## config.mk

```make
export PLATFORM = sky130hd
export DESIGN_NAME = downlink_command_resend_queue
export DESIGN_NICKNAME = d
export VERILOG_FILES = /design/src/rtl/dcrq_pkg.sv /design/src/rtl/downlink_command_resend_queue.sv /design/src/rtl/dcrq_ctrl.sv /design/src/rtl/dcrq_datapath.sv
export SDC_FILE = /design/constraint.sdc
export NUM_CORES = 1
export LEC_CHECK = 0
export BUFFER_PORTS_ARGS = -buffer_cell sky130_fd_sc_hd__buf_2
export CAP_MARGIN = 20
export CORE_MARGIN = 3
export CORE_UTILIZATION = 55
export DETAILED_ROUTE_END_ITERATION = 10
export PLACE_DENSITY_LB_ADDON = 0.3
export SYNTH_ARGS = -nofsm -noshare
export SYNTH_HDL_FRONTEND = slang
export SYNTH_SLANG_ARGS = --single-unit
export TNS_END_PERCENT = 20
```

## constraint.sdc

```tcl
create_clock -name clk -period 5.5 [get_ports clk]
set_input_delay 0.55 -clock clk [delete_from_list [all_inputs] [get_ports clk]]
set_output_delay 0.55 -clock clk [all_outputs]
set_load 0.02 [all_outputs]
```

## src/rtl/dcrq_pkg.sv

```systemverilog
// Shared types and constants for the downlink command resend queue.
// No dependencies; used by the top level, controller and datapath through scoped names.
package dcrq_pkg;

	localparam int OPCODE_W = 3;
	localparam int CLASS_W  = 2;
	localparam int VALUE_W  = 16;
	localparam int ENTRY_W  = VALUE_W + 1;	// dest bit on top of the value
	localparam int CFG_IDX_W = 2;

	localparam logic [OPCODE_W-1:0] OP_HOST     = 3'd0;
	localparam logic [OPCODE_W-1:0] OP_LOCAL    = 3'd1;
	localparam logic [OPCODE_W-1:0] OP_TGT_RES  = 3'd2;
	localparam logic [OPCODE_W-1:0] OP_HEAD_RES = 3'd3;
	localparam logic [OPCODE_W-1:0] OP_LINK_UP  = 3'd4;

	localparam logic [CLASS_W-1:0] CLASS_TARGET = 2'd0;
	localparam logic [CLASS_W-1:0] CLASS_CTRL   = 2'd1;
	localparam logic [CLASS_W-1:0] CLASS_SORT   = 2'd2;

	localparam logic DEST_CTRL = 1'b0;
	localparam logic DEST_SORT = 1'b1;

	localparam logic [CFG_IDX_W-1:0] CFG_ALLOWED_MASK = 2'd0;
	localparam logic [CFG_IDX_W-1:0] CFG_TARGET_LIMIT = 2'd1;
	localparam logic [CFG_IDX_W-1:0] CFG_SORT_LIMIT   = 2'd2;

	localparam logic [VALUE_W-1:0] RST_ALLOWED_MASK = 16'd7;
	localparam logic [VALUE_W-1:0] RST_TARGET_LIMIT = 16'd999;
	localparam logic [VALUE_W-1:0] RST_SORT_LIMIT   = 16'd2;

	// Controller to datapath commands; capture, exec and rd are each high for one cycle.
	typedef struct packed {
		logic capture;	// latch the accepted item
		logic exec;	// apply the item to queue and slot state
		logic rd;	// read the head entry from the store
		logic cfg_we;	// configuration transfer
	} dcrq_cmd_t;

endpackage

```

## src/rtl/downlink_command_resend_queue.sv

```systemverilog
// Top level of the downlink command resend queue: controller plus datapath.
// Depends on dcrq_pkg, dcrq_ctrl and dcrq_datapath.
//
//  channel   handshake                   payload
//  -------   -------------------------   ---------------------------------------------
//  command   start & !busy               opcode, reg_class, value, delivered_ok
//  result    result_valid (1 cycle)      accepted ... resend_done (state after the item)
//  config    cfg_valid & cfg_ready       cfg_index, cfg_data
//
// The item is captured at its accepting edge; the controller then steps through execute
// (store write and pointer update), head read from the store's registered port and
// the result cycle. busy is high in all three, so a new command is taken only once
// the previous result has been shown.
// The result is shown for one cycle only; the receiver cannot stall it.
// Config writes are taken only while busy is low. Reset restores the register
// defaults and empties queue and target slot; the store itself is not cleared.
module downlink_command_resend_queue #(
	parameter int QUEUE_DEPTH = 8
) (
	input  logic                                      clk,
	input  logic                                      arst_n,
	// command channel
	input  logic                                      start,
	output logic                                      busy,
	input  logic [dcrq_pkg::OPCODE_W-1:0]             opcode,
	input  logic [dcrq_pkg::CLASS_W-1:0]              reg_class,
	input  logic [dcrq_pkg::VALUE_W-1:0]              value,
	input  logic                                      delivered_ok,
	// config channel
	input  logic                                      cfg_valid,
	output logic                                      cfg_ready,
	input  logic [dcrq_pkg::CFG_IDX_W-1:0]            cfg_index,
	input  logic [dcrq_pkg::VALUE_W-1:0]              cfg_data,
	// result channel
	output logic                                      result_valid,
	output logic                                      accepted,
	output logic                                      dropped,
	output logic                                      dropped_dest,
	output logic                                      head_valid,
	output logic                                      head_dest,
	output logic [dcrq_pkg::VALUE_W-1:0]              head_value,
	output logic                                      target_pending,
	output logic [dcrq_pkg::VALUE_W-1:0]              target_out,
	output logic [$clog2(QUEUE_DEPTH+1)-1:0]          queue_count,
	output logic                                      resend_started,
	output logic                                      resend_done
);

	dcrq_pkg::dcrq_cmd_t cmd;

	// sequencer: one command in flight, config only while idle
	dcrq_ctrl u_ctrl (
		.clk          (clk),
		.arst_n       (arst_n),
		.start        (start),
		.cfg_valid    (cfg_valid),
		.busy         (busy),
		.cfg_ready    (cfg_ready),
		.result_valid (result_valid),
		.cmd          (cmd)
	);

	// queue, slot and flags; outputs hold until the next command executes
	dcrq_datapath #(
		.QUEUE_DEPTH (QUEUE_DEPTH),
		.CNT_W       ($clog2(QUEUE_DEPTH + 1))
	) u_dp (
		.clk            (clk),
		.arst_n         (arst_n),
		.cmd            (cmd),
		.cfg_index      (cfg_index),
		.cfg_data       (cfg_data),
		.opcode         (opcode),
		.reg_class      (reg_class),
		.value          (value),
		.delivered_ok   (delivered_ok),
		.accepted       (accepted),
		.dropped        (dropped),
		.dropped_dest   (dropped_dest),
		.head_valid     (head_valid),
		.head_dest      (head_dest),
		.head_value     (head_value),
		.target_pending (target_pending),
		.target_out     (target_out),
		.queue_count    (queue_count),
		.resend_started (resend_started),
		.resend_done    (resend_done)
	);

endmodule

```

## src/rtl/dcrq_ctrl.sv

```systemverilog
// Sequencer for the downlink command resend queue.
// Depends on dcrq_pkg.
module dcrq_ctrl (
	input  logic               clk,
	input  logic               arst_n,
	input  logic               start,
	input  logic               cfg_valid,
	output logic               busy,
	output logic               cfg_ready,
	output logic               result_valid,
	output dcrq_pkg::dcrq_cmd_t cmd
);

	localparam logic [1:0] S_IDLE = 2'd0;
	localparam logic [1:0] S_EXEC = 2'd1;
	localparam logic [1:0] S_READ = 2'd2;
	localparam logic [1:0] S_RESP = 2'd3;

	logic [1:0] state_q;
	logic [1:0] state_d;

	always_comb begin
		state_d = state_q;
		case (state_q)
			S_IDLE: begin
				if (start) begin
					state_d = S_EXEC;
				end
			end
			S_EXEC:  state_d = S_READ;
			S_READ:  state_d = S_RESP;
			S_RESP:  state_d = S_IDLE;
			default: state_d = S_IDLE;
		endcase
	end

	always_ff @(posedge clk or negedge arst_n) begin
		if (!arst_n) begin
			state_q <= S_IDLE;
		end else begin
			state_q <= state_d;
		end
	end

	assign busy         = (state_q != S_IDLE);
	assign cfg_ready    = (state_q == S_IDLE);
	assign result_valid = (state_q == S_RESP);

	assign cmd.capture = (state_q == S_IDLE) && start;
	assign cmd.exec    = (state_q == S_EXEC);
	assign cmd.rd      = (state_q == S_READ);
	assign cmd.cfg_we  = (state_q == S_IDLE) && cfg_valid;

endmodule

```

## src/rtl/dcrq_datapath.sv

```systemverilog
// Datapath: config registers, target slot, ring store with pointers, result flags.
// Depends on dcrq_pkg; driven by dcrq_ctrl commands.
module dcrq_datapath #(
	parameter int QUEUE_DEPTH = 8,
	parameter int CNT_W = $clog2(QUEUE_DEPTH + 1)
) (
	input  logic                                clk,
	input  logic                                arst_n,
	input  dcrq_pkg::dcrq_cmd_t                 cmd,
	input  logic [dcrq_pkg::CFG_IDX_W-1:0]      cfg_index,
	input  logic [dcrq_pkg::VALUE_W-1:0]        cfg_data,
	input  logic [dcrq_pkg::OPCODE_W-1:0]       opcode,
	input  logic [dcrq_pkg::CLASS_W-1:0]        reg_class,
	input  logic [dcrq_pkg::VALUE_W-1:0]        value,
	input  logic                                delivered_ok,
	output logic                                accepted,
	output logic                                dropped,
	output logic                                dropped_dest,
	output logic                                head_valid,
	output logic                                head_dest,
	output logic [dcrq_pkg::VALUE_W-1:0]        head_value,
	output logic                                target_pending,
	output logic [dcrq_pkg::VALUE_W-1:0]        target_out,
	output logic [CNT_W-1:0]                    queue_count,
	output logic                                resend_started,
	output logic                                resend_done
);

	localparam int PTR_W = $clog2(QUEUE_DEPTH);
	localparam logic [PTR_W-1:0] PTR_LAST = PTR_W'(QUEUE_DEPTH - 1);
	localparam logic [CNT_W-1:0] CNT_FULL = CNT_W'(QUEUE_DEPTH);

	// config
	logic [dcrq_pkg::VALUE_W-1:0] allowed_mask_q, target_limit_q, sort_limit_q;

	// captured item
	logic [dcrq_pkg::OPCODE_W-1:0] op_q;
	logic [dcrq_pkg::CLASS_W-1:0]  class_q;
	logic [dcrq_pkg::VALUE_W-1:0]  value_q;
	logic                          ok_q;

	// queue and slot state
	logic [dcrq_pkg::ENTRY_W-1:0] store_q [QUEUE_DEPTH];
	logic [dcrq_pkg::ENTRY_W-1:0] head_rd_q;
	logic [PTR_W-1:0]             rd_ptr_q, wr_ptr_q;
	logic [CNT_W-1:0]             cnt_q;
	logic                         slot_full_q, resync_q;
	logic [dcrq_pkg::VALUE_W-1:0] slot_value_q;

	// result flags
	logic accepted_q, dropped_q, dropped_dest_q, started_q, done_q;

	// next-state decode
	logic                         push, pop, full, acc, tgt_wr, tgt_clr, link;
	logic [dcrq_pkg::ENTRY_W-1:0] push_entry;
	logic [CNT_W-1:0]             cnt_d;
	logic                         resync_d;
	logic [PTR_W-1:0]             rd_ptr_inc, wr_ptr_inc;

	assign rd_ptr_inc = (rd_ptr_q == PTR_LAST) ? '0 : rd_ptr_q + PTR_W'(1);
	assign wr_ptr_inc = (wr_ptr_q == PTR_LAST) ? '0 : wr_ptr_q + PTR_W'(1);
	assign full       = (cnt_q == CNT_FULL);

	always_comb begin
		push       = 1'b0;
		pop        = 1'b0;
		acc        = 1'b0;
		tgt_wr     = 1'b0;
		tgt_clr    = 1'b0;
		link       = 1'b0;
		push_entry = {dcrq_pkg::DEST_CTRL, value_q};
		case (op_q)
			dcrq_pkg::OP_HOST: begin
				case (class_q)
					dcrq_pkg::CLASS_TARGET: begin
						acc    = (value_q <= target_limit_q);
						tgt_wr = acc;
					end
					dcrq_pkg::CLASS_CTRL: begin
						acc  = ((value_q & ~allowed_mask_q) == '0);
						push = acc;
					end
					dcrq_pkg::CLASS_SORT: begin
						acc        = (value_q <= sort_limit_q);
						push       = acc;
						push_entry = {dcrq_pkg::DEST_SORT, value_q};
					end
					default: acc = 1'b0;
				endcase
			end
			dcrq_pkg::OP_LOCAL:    push    = 1'b1;
			dcrq_pkg::OP_TGT_RES:  tgt_clr = slot_full_q && ok_q;
			dcrq_pkg::OP_HEAD_RES: pop     = (cnt_q != '0) && ok_q;
			dcrq_pkg::OP_LINK_UP:  link    = 1'b1;
			default: ;
		endcase
	end

	always_comb begin
		cnt_d = cnt_q;
		if (push && !full) begin
			cnt_d = cnt_q + CNT_W'(1);
		end else if (pop) begin
			cnt_d = cnt_q - CNT_W'(1);
		end
		resync_d = link ? (cnt_q != '0) : resync_q;
	end

	// config registers
	always_ff @(posedge clk or negedge arst_n) begin
		if (!arst_n) begin
			allowed_mask_q <= dcrq_pkg::RST_ALLOWED_MASK;
			target_limit_q <= dcrq_pkg::RST_TARGET_LIMIT;
			sort_limit_q   <= dcrq_pkg::RST_SORT_LIMIT;
		end else if (cmd.cfg_we) begin
			case (cfg_index)
				dcrq_pkg::CFG_ALLOWED_MASK: allowed_mask_q <= cfg_data;
				dcrq_pkg::CFG_TARGET_LIMIT: target_limit_q <= cfg_data;
				dcrq_pkg::CFG_SORT_LIMIT:   sort_limit_q   <= cfg_data;
				default: ;
			endcase
		end
	end

	// captured item, no reset needed
	always_ff @(posedge clk) begin
		if (cmd.capture) begin
			op_q    <= opcode;
			class_q <= reg_class;
			value_q <= value;
			ok_q    <= delivered_ok;
		end
	end

	// entry store: one write port, one registered read port
	always_ff @(posedge clk) begin
		if (cmd.exec && push) begin
			store_q[wr_ptr_q] <= push_entry;
		end
		if (cmd.rd) begin
			head_rd_q <= store_q[rd_ptr_q];
		end
	end

	always_ff @(posedge clk or negedge arst_n) begin
		if (!arst_n) begin
			rd_ptr_q       <= '0;
			wr_ptr_q       <= '0;
			cnt_q          <= '0;
			slot_full_q    <= 1'b0;
			slot_value_q   <= '0;
			resync_q       <= 1'b0;
			accepted_q     <= 1'b0;
			dropped_q      <= 1'b0;
			dropped_dest_q <= 1'b0;
			started_q      <= 1'b0;
			done_q         <= 1'b0;
		end else if (cmd.exec) begin
			if (push) begin
				wr_ptr_q <= wr_ptr_inc;
			end
			// overwrite of the oldest entry and a successful pop both advance the head
			if ((push && full) || pop) begin
				rd_ptr_q <= rd_ptr_inc;
			end
			cnt_q <= cnt_d;
			if (tgt_wr) begin
				slot_full_q  <= 1'b1;
				slot_value_q <= value_q;
			end else if (tgt_clr) begin
				slot_full_q <= 1'b0;
			end
			resync_q       <= resync_d && (cnt_d != '0);
			done_q         <= resync_d && (cnt_d == '0);
			accepted_q     <= acc;
			dropped_q      <= push && full;
			dropped_dest_q <= push && full && push_entry[dcrq_pkg::VALUE_W];
			started_q      <= link;
		end
	end

	assign accepted       = accepted_q;
	assign dropped        = dropped_q;
	assign dropped_dest   = dropped_dest_q;
	assign head_valid     = (cnt_q != '0);
	assign head_dest      = head_valid && head_rd_q[dcrq_pkg::VALUE_W];
	assign head_value     = head_valid ? head_rd_q[dcrq_pkg::VALUE_W-1:0] : '0;
	assign target_pending = slot_full_q;
	assign target_out     = slot_value_q;
	assign queue_count    = cnt_q;
	assign resend_started = started_q;
	assign resend_done    = done_q;

endmodule

```

==> results.ini <==
[detailed_routing]
drcViolationCount = 0
viasPerCell = 5.94
firstDrtPassIters = 5
postRouteAntennaNets = 0
drtIter0Drc = 553
totalWireLength_mm = 24.9
wl_per_cell_um = 22.3
vias = 6650

[setup_path]
rr_startpoint = u_dp.value_q[14]
criticalPathCategory = flop to flop
cp_max_fo = 13
slowest_stage = nor4b_2
path_buf_inv = 1
end_kind = flop
cp-startpoint = u_dp.value_q[14]
critPathRequiredTime_ps = 5710
critical-path-top-delay-family = simple AND/OR/NAND/NOR gates
startpoint_type = flop
crit_top_cell = nand4_1
worstPathArrival_ps = 4010
critPathMaxStageDelay_ps = 610
crit_chain = ha_1 > nand4_1 > nor4_1 > nand4_1 > o211ai_2 > o21a_2 > nand2_1 > nor4b_2 > buf_4

[cells_and_area]
drive_gt1_share_pct = 33.0
antenna_cells = 0
synthToLayoutAreaGrowth_pct = 14.7
nets = 926
fillers = 1413

[floorplanning]
ioPinCount = 91
die_w_um = 149
fp.dieH_um = 149
initial_utilization_pct = 56.9
core.rowCount = 51
die_area_sq_mm = 0.0222
core-area_sq_mm = 0.0198

[timing]
max_freq_mhz = 264
worst_pin_slew_ps = 1080
fin_crit_sh_pct = 68.9
slew_headroom_pct = 28.3
setup_viol = 0
slew_violations = 0
final-hold-violation-count = 0
setup_tns_ps = 0
grt_setup_unrepaired = no
min_period_ps = 3790
finClkSkew_ps = 10.7
holdWs_ps = 193

[clocking]
clkTransAtPathRegs_ps = 60
cts_root_buffer = clkbuf_16
cts_resized = 0
numCtsBuffers = 25
htreeDepth = 1
cts_tree = done
clock_latency_ps = 530
cts_sinks = 258
cts.path.max_buffers = 3

[power]
peakVddDrop_mv = 0.284
p_leak_nw = 4.97
p_per_area_mw_per_mm2 = 497
total_power_w = 0.00642

[flow_run]
maxCapViolCount = 0

[synth]
yosys_warnings = 0
synth-edff-count = 175
synthDistinctLibCells = 67
syn_area_per_cell_sq_um = 15.5
async_flop_share_pct = 32.2
yosysSeqAreaShare_pct = 65.3
synth_top_area_share_pct = 46.7
netlist_area_sq_mm = 0.0113
syn_inst = 726
synth_ff_type = edfxtp_1
synth_nets = 816
synth_most_common_cell = edfxtp_1
synth_top_cell_by_area = edfxtp_1
synth_area_leaders = edfxtp_1 47%, dfrtp_1 16%, mux4_2 6.8%, mux2_2 6.3%, ha_1 5.1%
synth_common_cells = 175 x edfxtp_1, 71 x dfrtp_1, 63 x mux2_2
synth-seq-cells = 258

[grt]
grt_pass1_wl_mm = 39.1
grt_start_max_net_pins = 67
grt_use_total_pct = 22.9
grt_pass1_vias = 6752
grt_antenna_before_repair = 0
grt-ovfl-total = 0

[worst_hold_path]
hold_class = primary input to flop
hp-start = value[14]

[placed_design]
hpwl_mm = 16.6
portBuffers = 90
gp_congestion = 0.909

[run_status]
status = finished clean

timing repair:
action,4_1_cts,5_1_grt
hold buffers,1,0
hold endpoints to repair,17,0
setup buffers,0,0
state kept, by name, indices dropped and copies added (netlist names):
register             cells
u_ctrl.state_q           2
u_dp.accepted            1
u_dp.allowed_mask_q     16
u_dp.class_q             2
u_dp.dropped             1
u_dp.dropped_dest        1
u_dp.head_rd_q          17
u_dp.ok_q                1
u_dp.op_q                3
u_dp.queue_count         4
u_dp.rd_ptr_q            3
u_dp.resend_done         1
u_dp.resend_started      1
u_dp.resync_q            1
u_dp.sort_limit_q       16
u_dp.store_q           136
u_dp.target_limit_q     16
u_dp.target_out         16
u_dp.target_pending      1
u_dp.value_q            16
u_dp.wr_ptr_q            3
worst register-to-register path, cell delays in order (launching register included):
cell and delay (ps):
edfxtp_1 600, ha_1 420, nand4_1 120, nor4_1 510, nand4_1 210, o211ai_2 160, o21a_2 220, nand2_1 240
nor4b_2 610, buf_4 370
final timing paths:
path,endpoint,slack (ps),depth (start not counted)
setup / recovery,u_dp.store_q[1][8],1710,9
hold / removal,u_dp.value_q[14],190,1
setup reg to reg,u_dp.store_q[1][8],1710,9
hold reg to reg,u_dp.dropped,500,2
max in group asynchronous,u_dp.target_out[1],3980,3
min in group asynchronous,u_dp.queue_count[1],430,2
cell type report:
type | instances | area [sq um] | area share [%]
Clock buffer | 36 | 677 | 5.24
Clock inverter | 9 | 77.6 | 0.601
Inverter | 52 | 195 | 1.51
Multi-Input combinational cell | 392 | 3660 | 28.4
Sequential cell | 258 | 7350 | 56.9
Tap cell | 265 | 332 | 2.57
Timing Repair Buffer | 107 | 618 | 4.79
report_power, final:
group	internal, W	total (W)	switching [W]
Sequential	0.00255	0.00285	0.000305
Combinational	0.000875	0.00198	0.00110
Clock	0.000902	0.00159	0.000687
Total	0.00433	0.00642	0.00209
layer usage:
layer,wire (um),share of wire (%),track usage (%),vias up
met1,10600,43,32.8,3361
met2,12400,50,37.2,269
met3,1280,5.1,2.86,49
li1,-,-,-,2971
met5,0,0,0,-
met4,699,2.8,7.05,0
cells by family after synthesis:
logic type,share of synthesized area [%]
and+or+nand+nor,6.78
DFF,65.3
adders and majority gates,5.12
xor gates and xnor gates,0.234
muxes,13.4
buffers and inverters,2.62
AOI/OAI and AO/OA,6.53
through the flow:
step / utilization [%] / instance area (sq um) / std cells / setup slack (ps)
after floorplan: - / 11300 / 726 / 1150
after global placement: 61.1 / 12100 / 1070 / 1800
after detailed placement: 61.1 / 12100 / 1070 / 1690
after CTS: 65.0 / 12800 / 1116 / 1650
after global routing: 65.2 / 12900 / 1119 / 1450
final: 65.2 / 12900 / 1119 / 1710
placed cells by master, fill, tap and decap left out, drive strengths merged, types with 18 or more instances in the layout:
cell and count:
edfxtp 175, buf 106, dfrtp 71, mux2 66, nand2 56, inv 52
ha 46, clkbuf 36, mux4 34, o21ai 23, and2 18, nor2 18
Power figures use the tool's default switching activity.
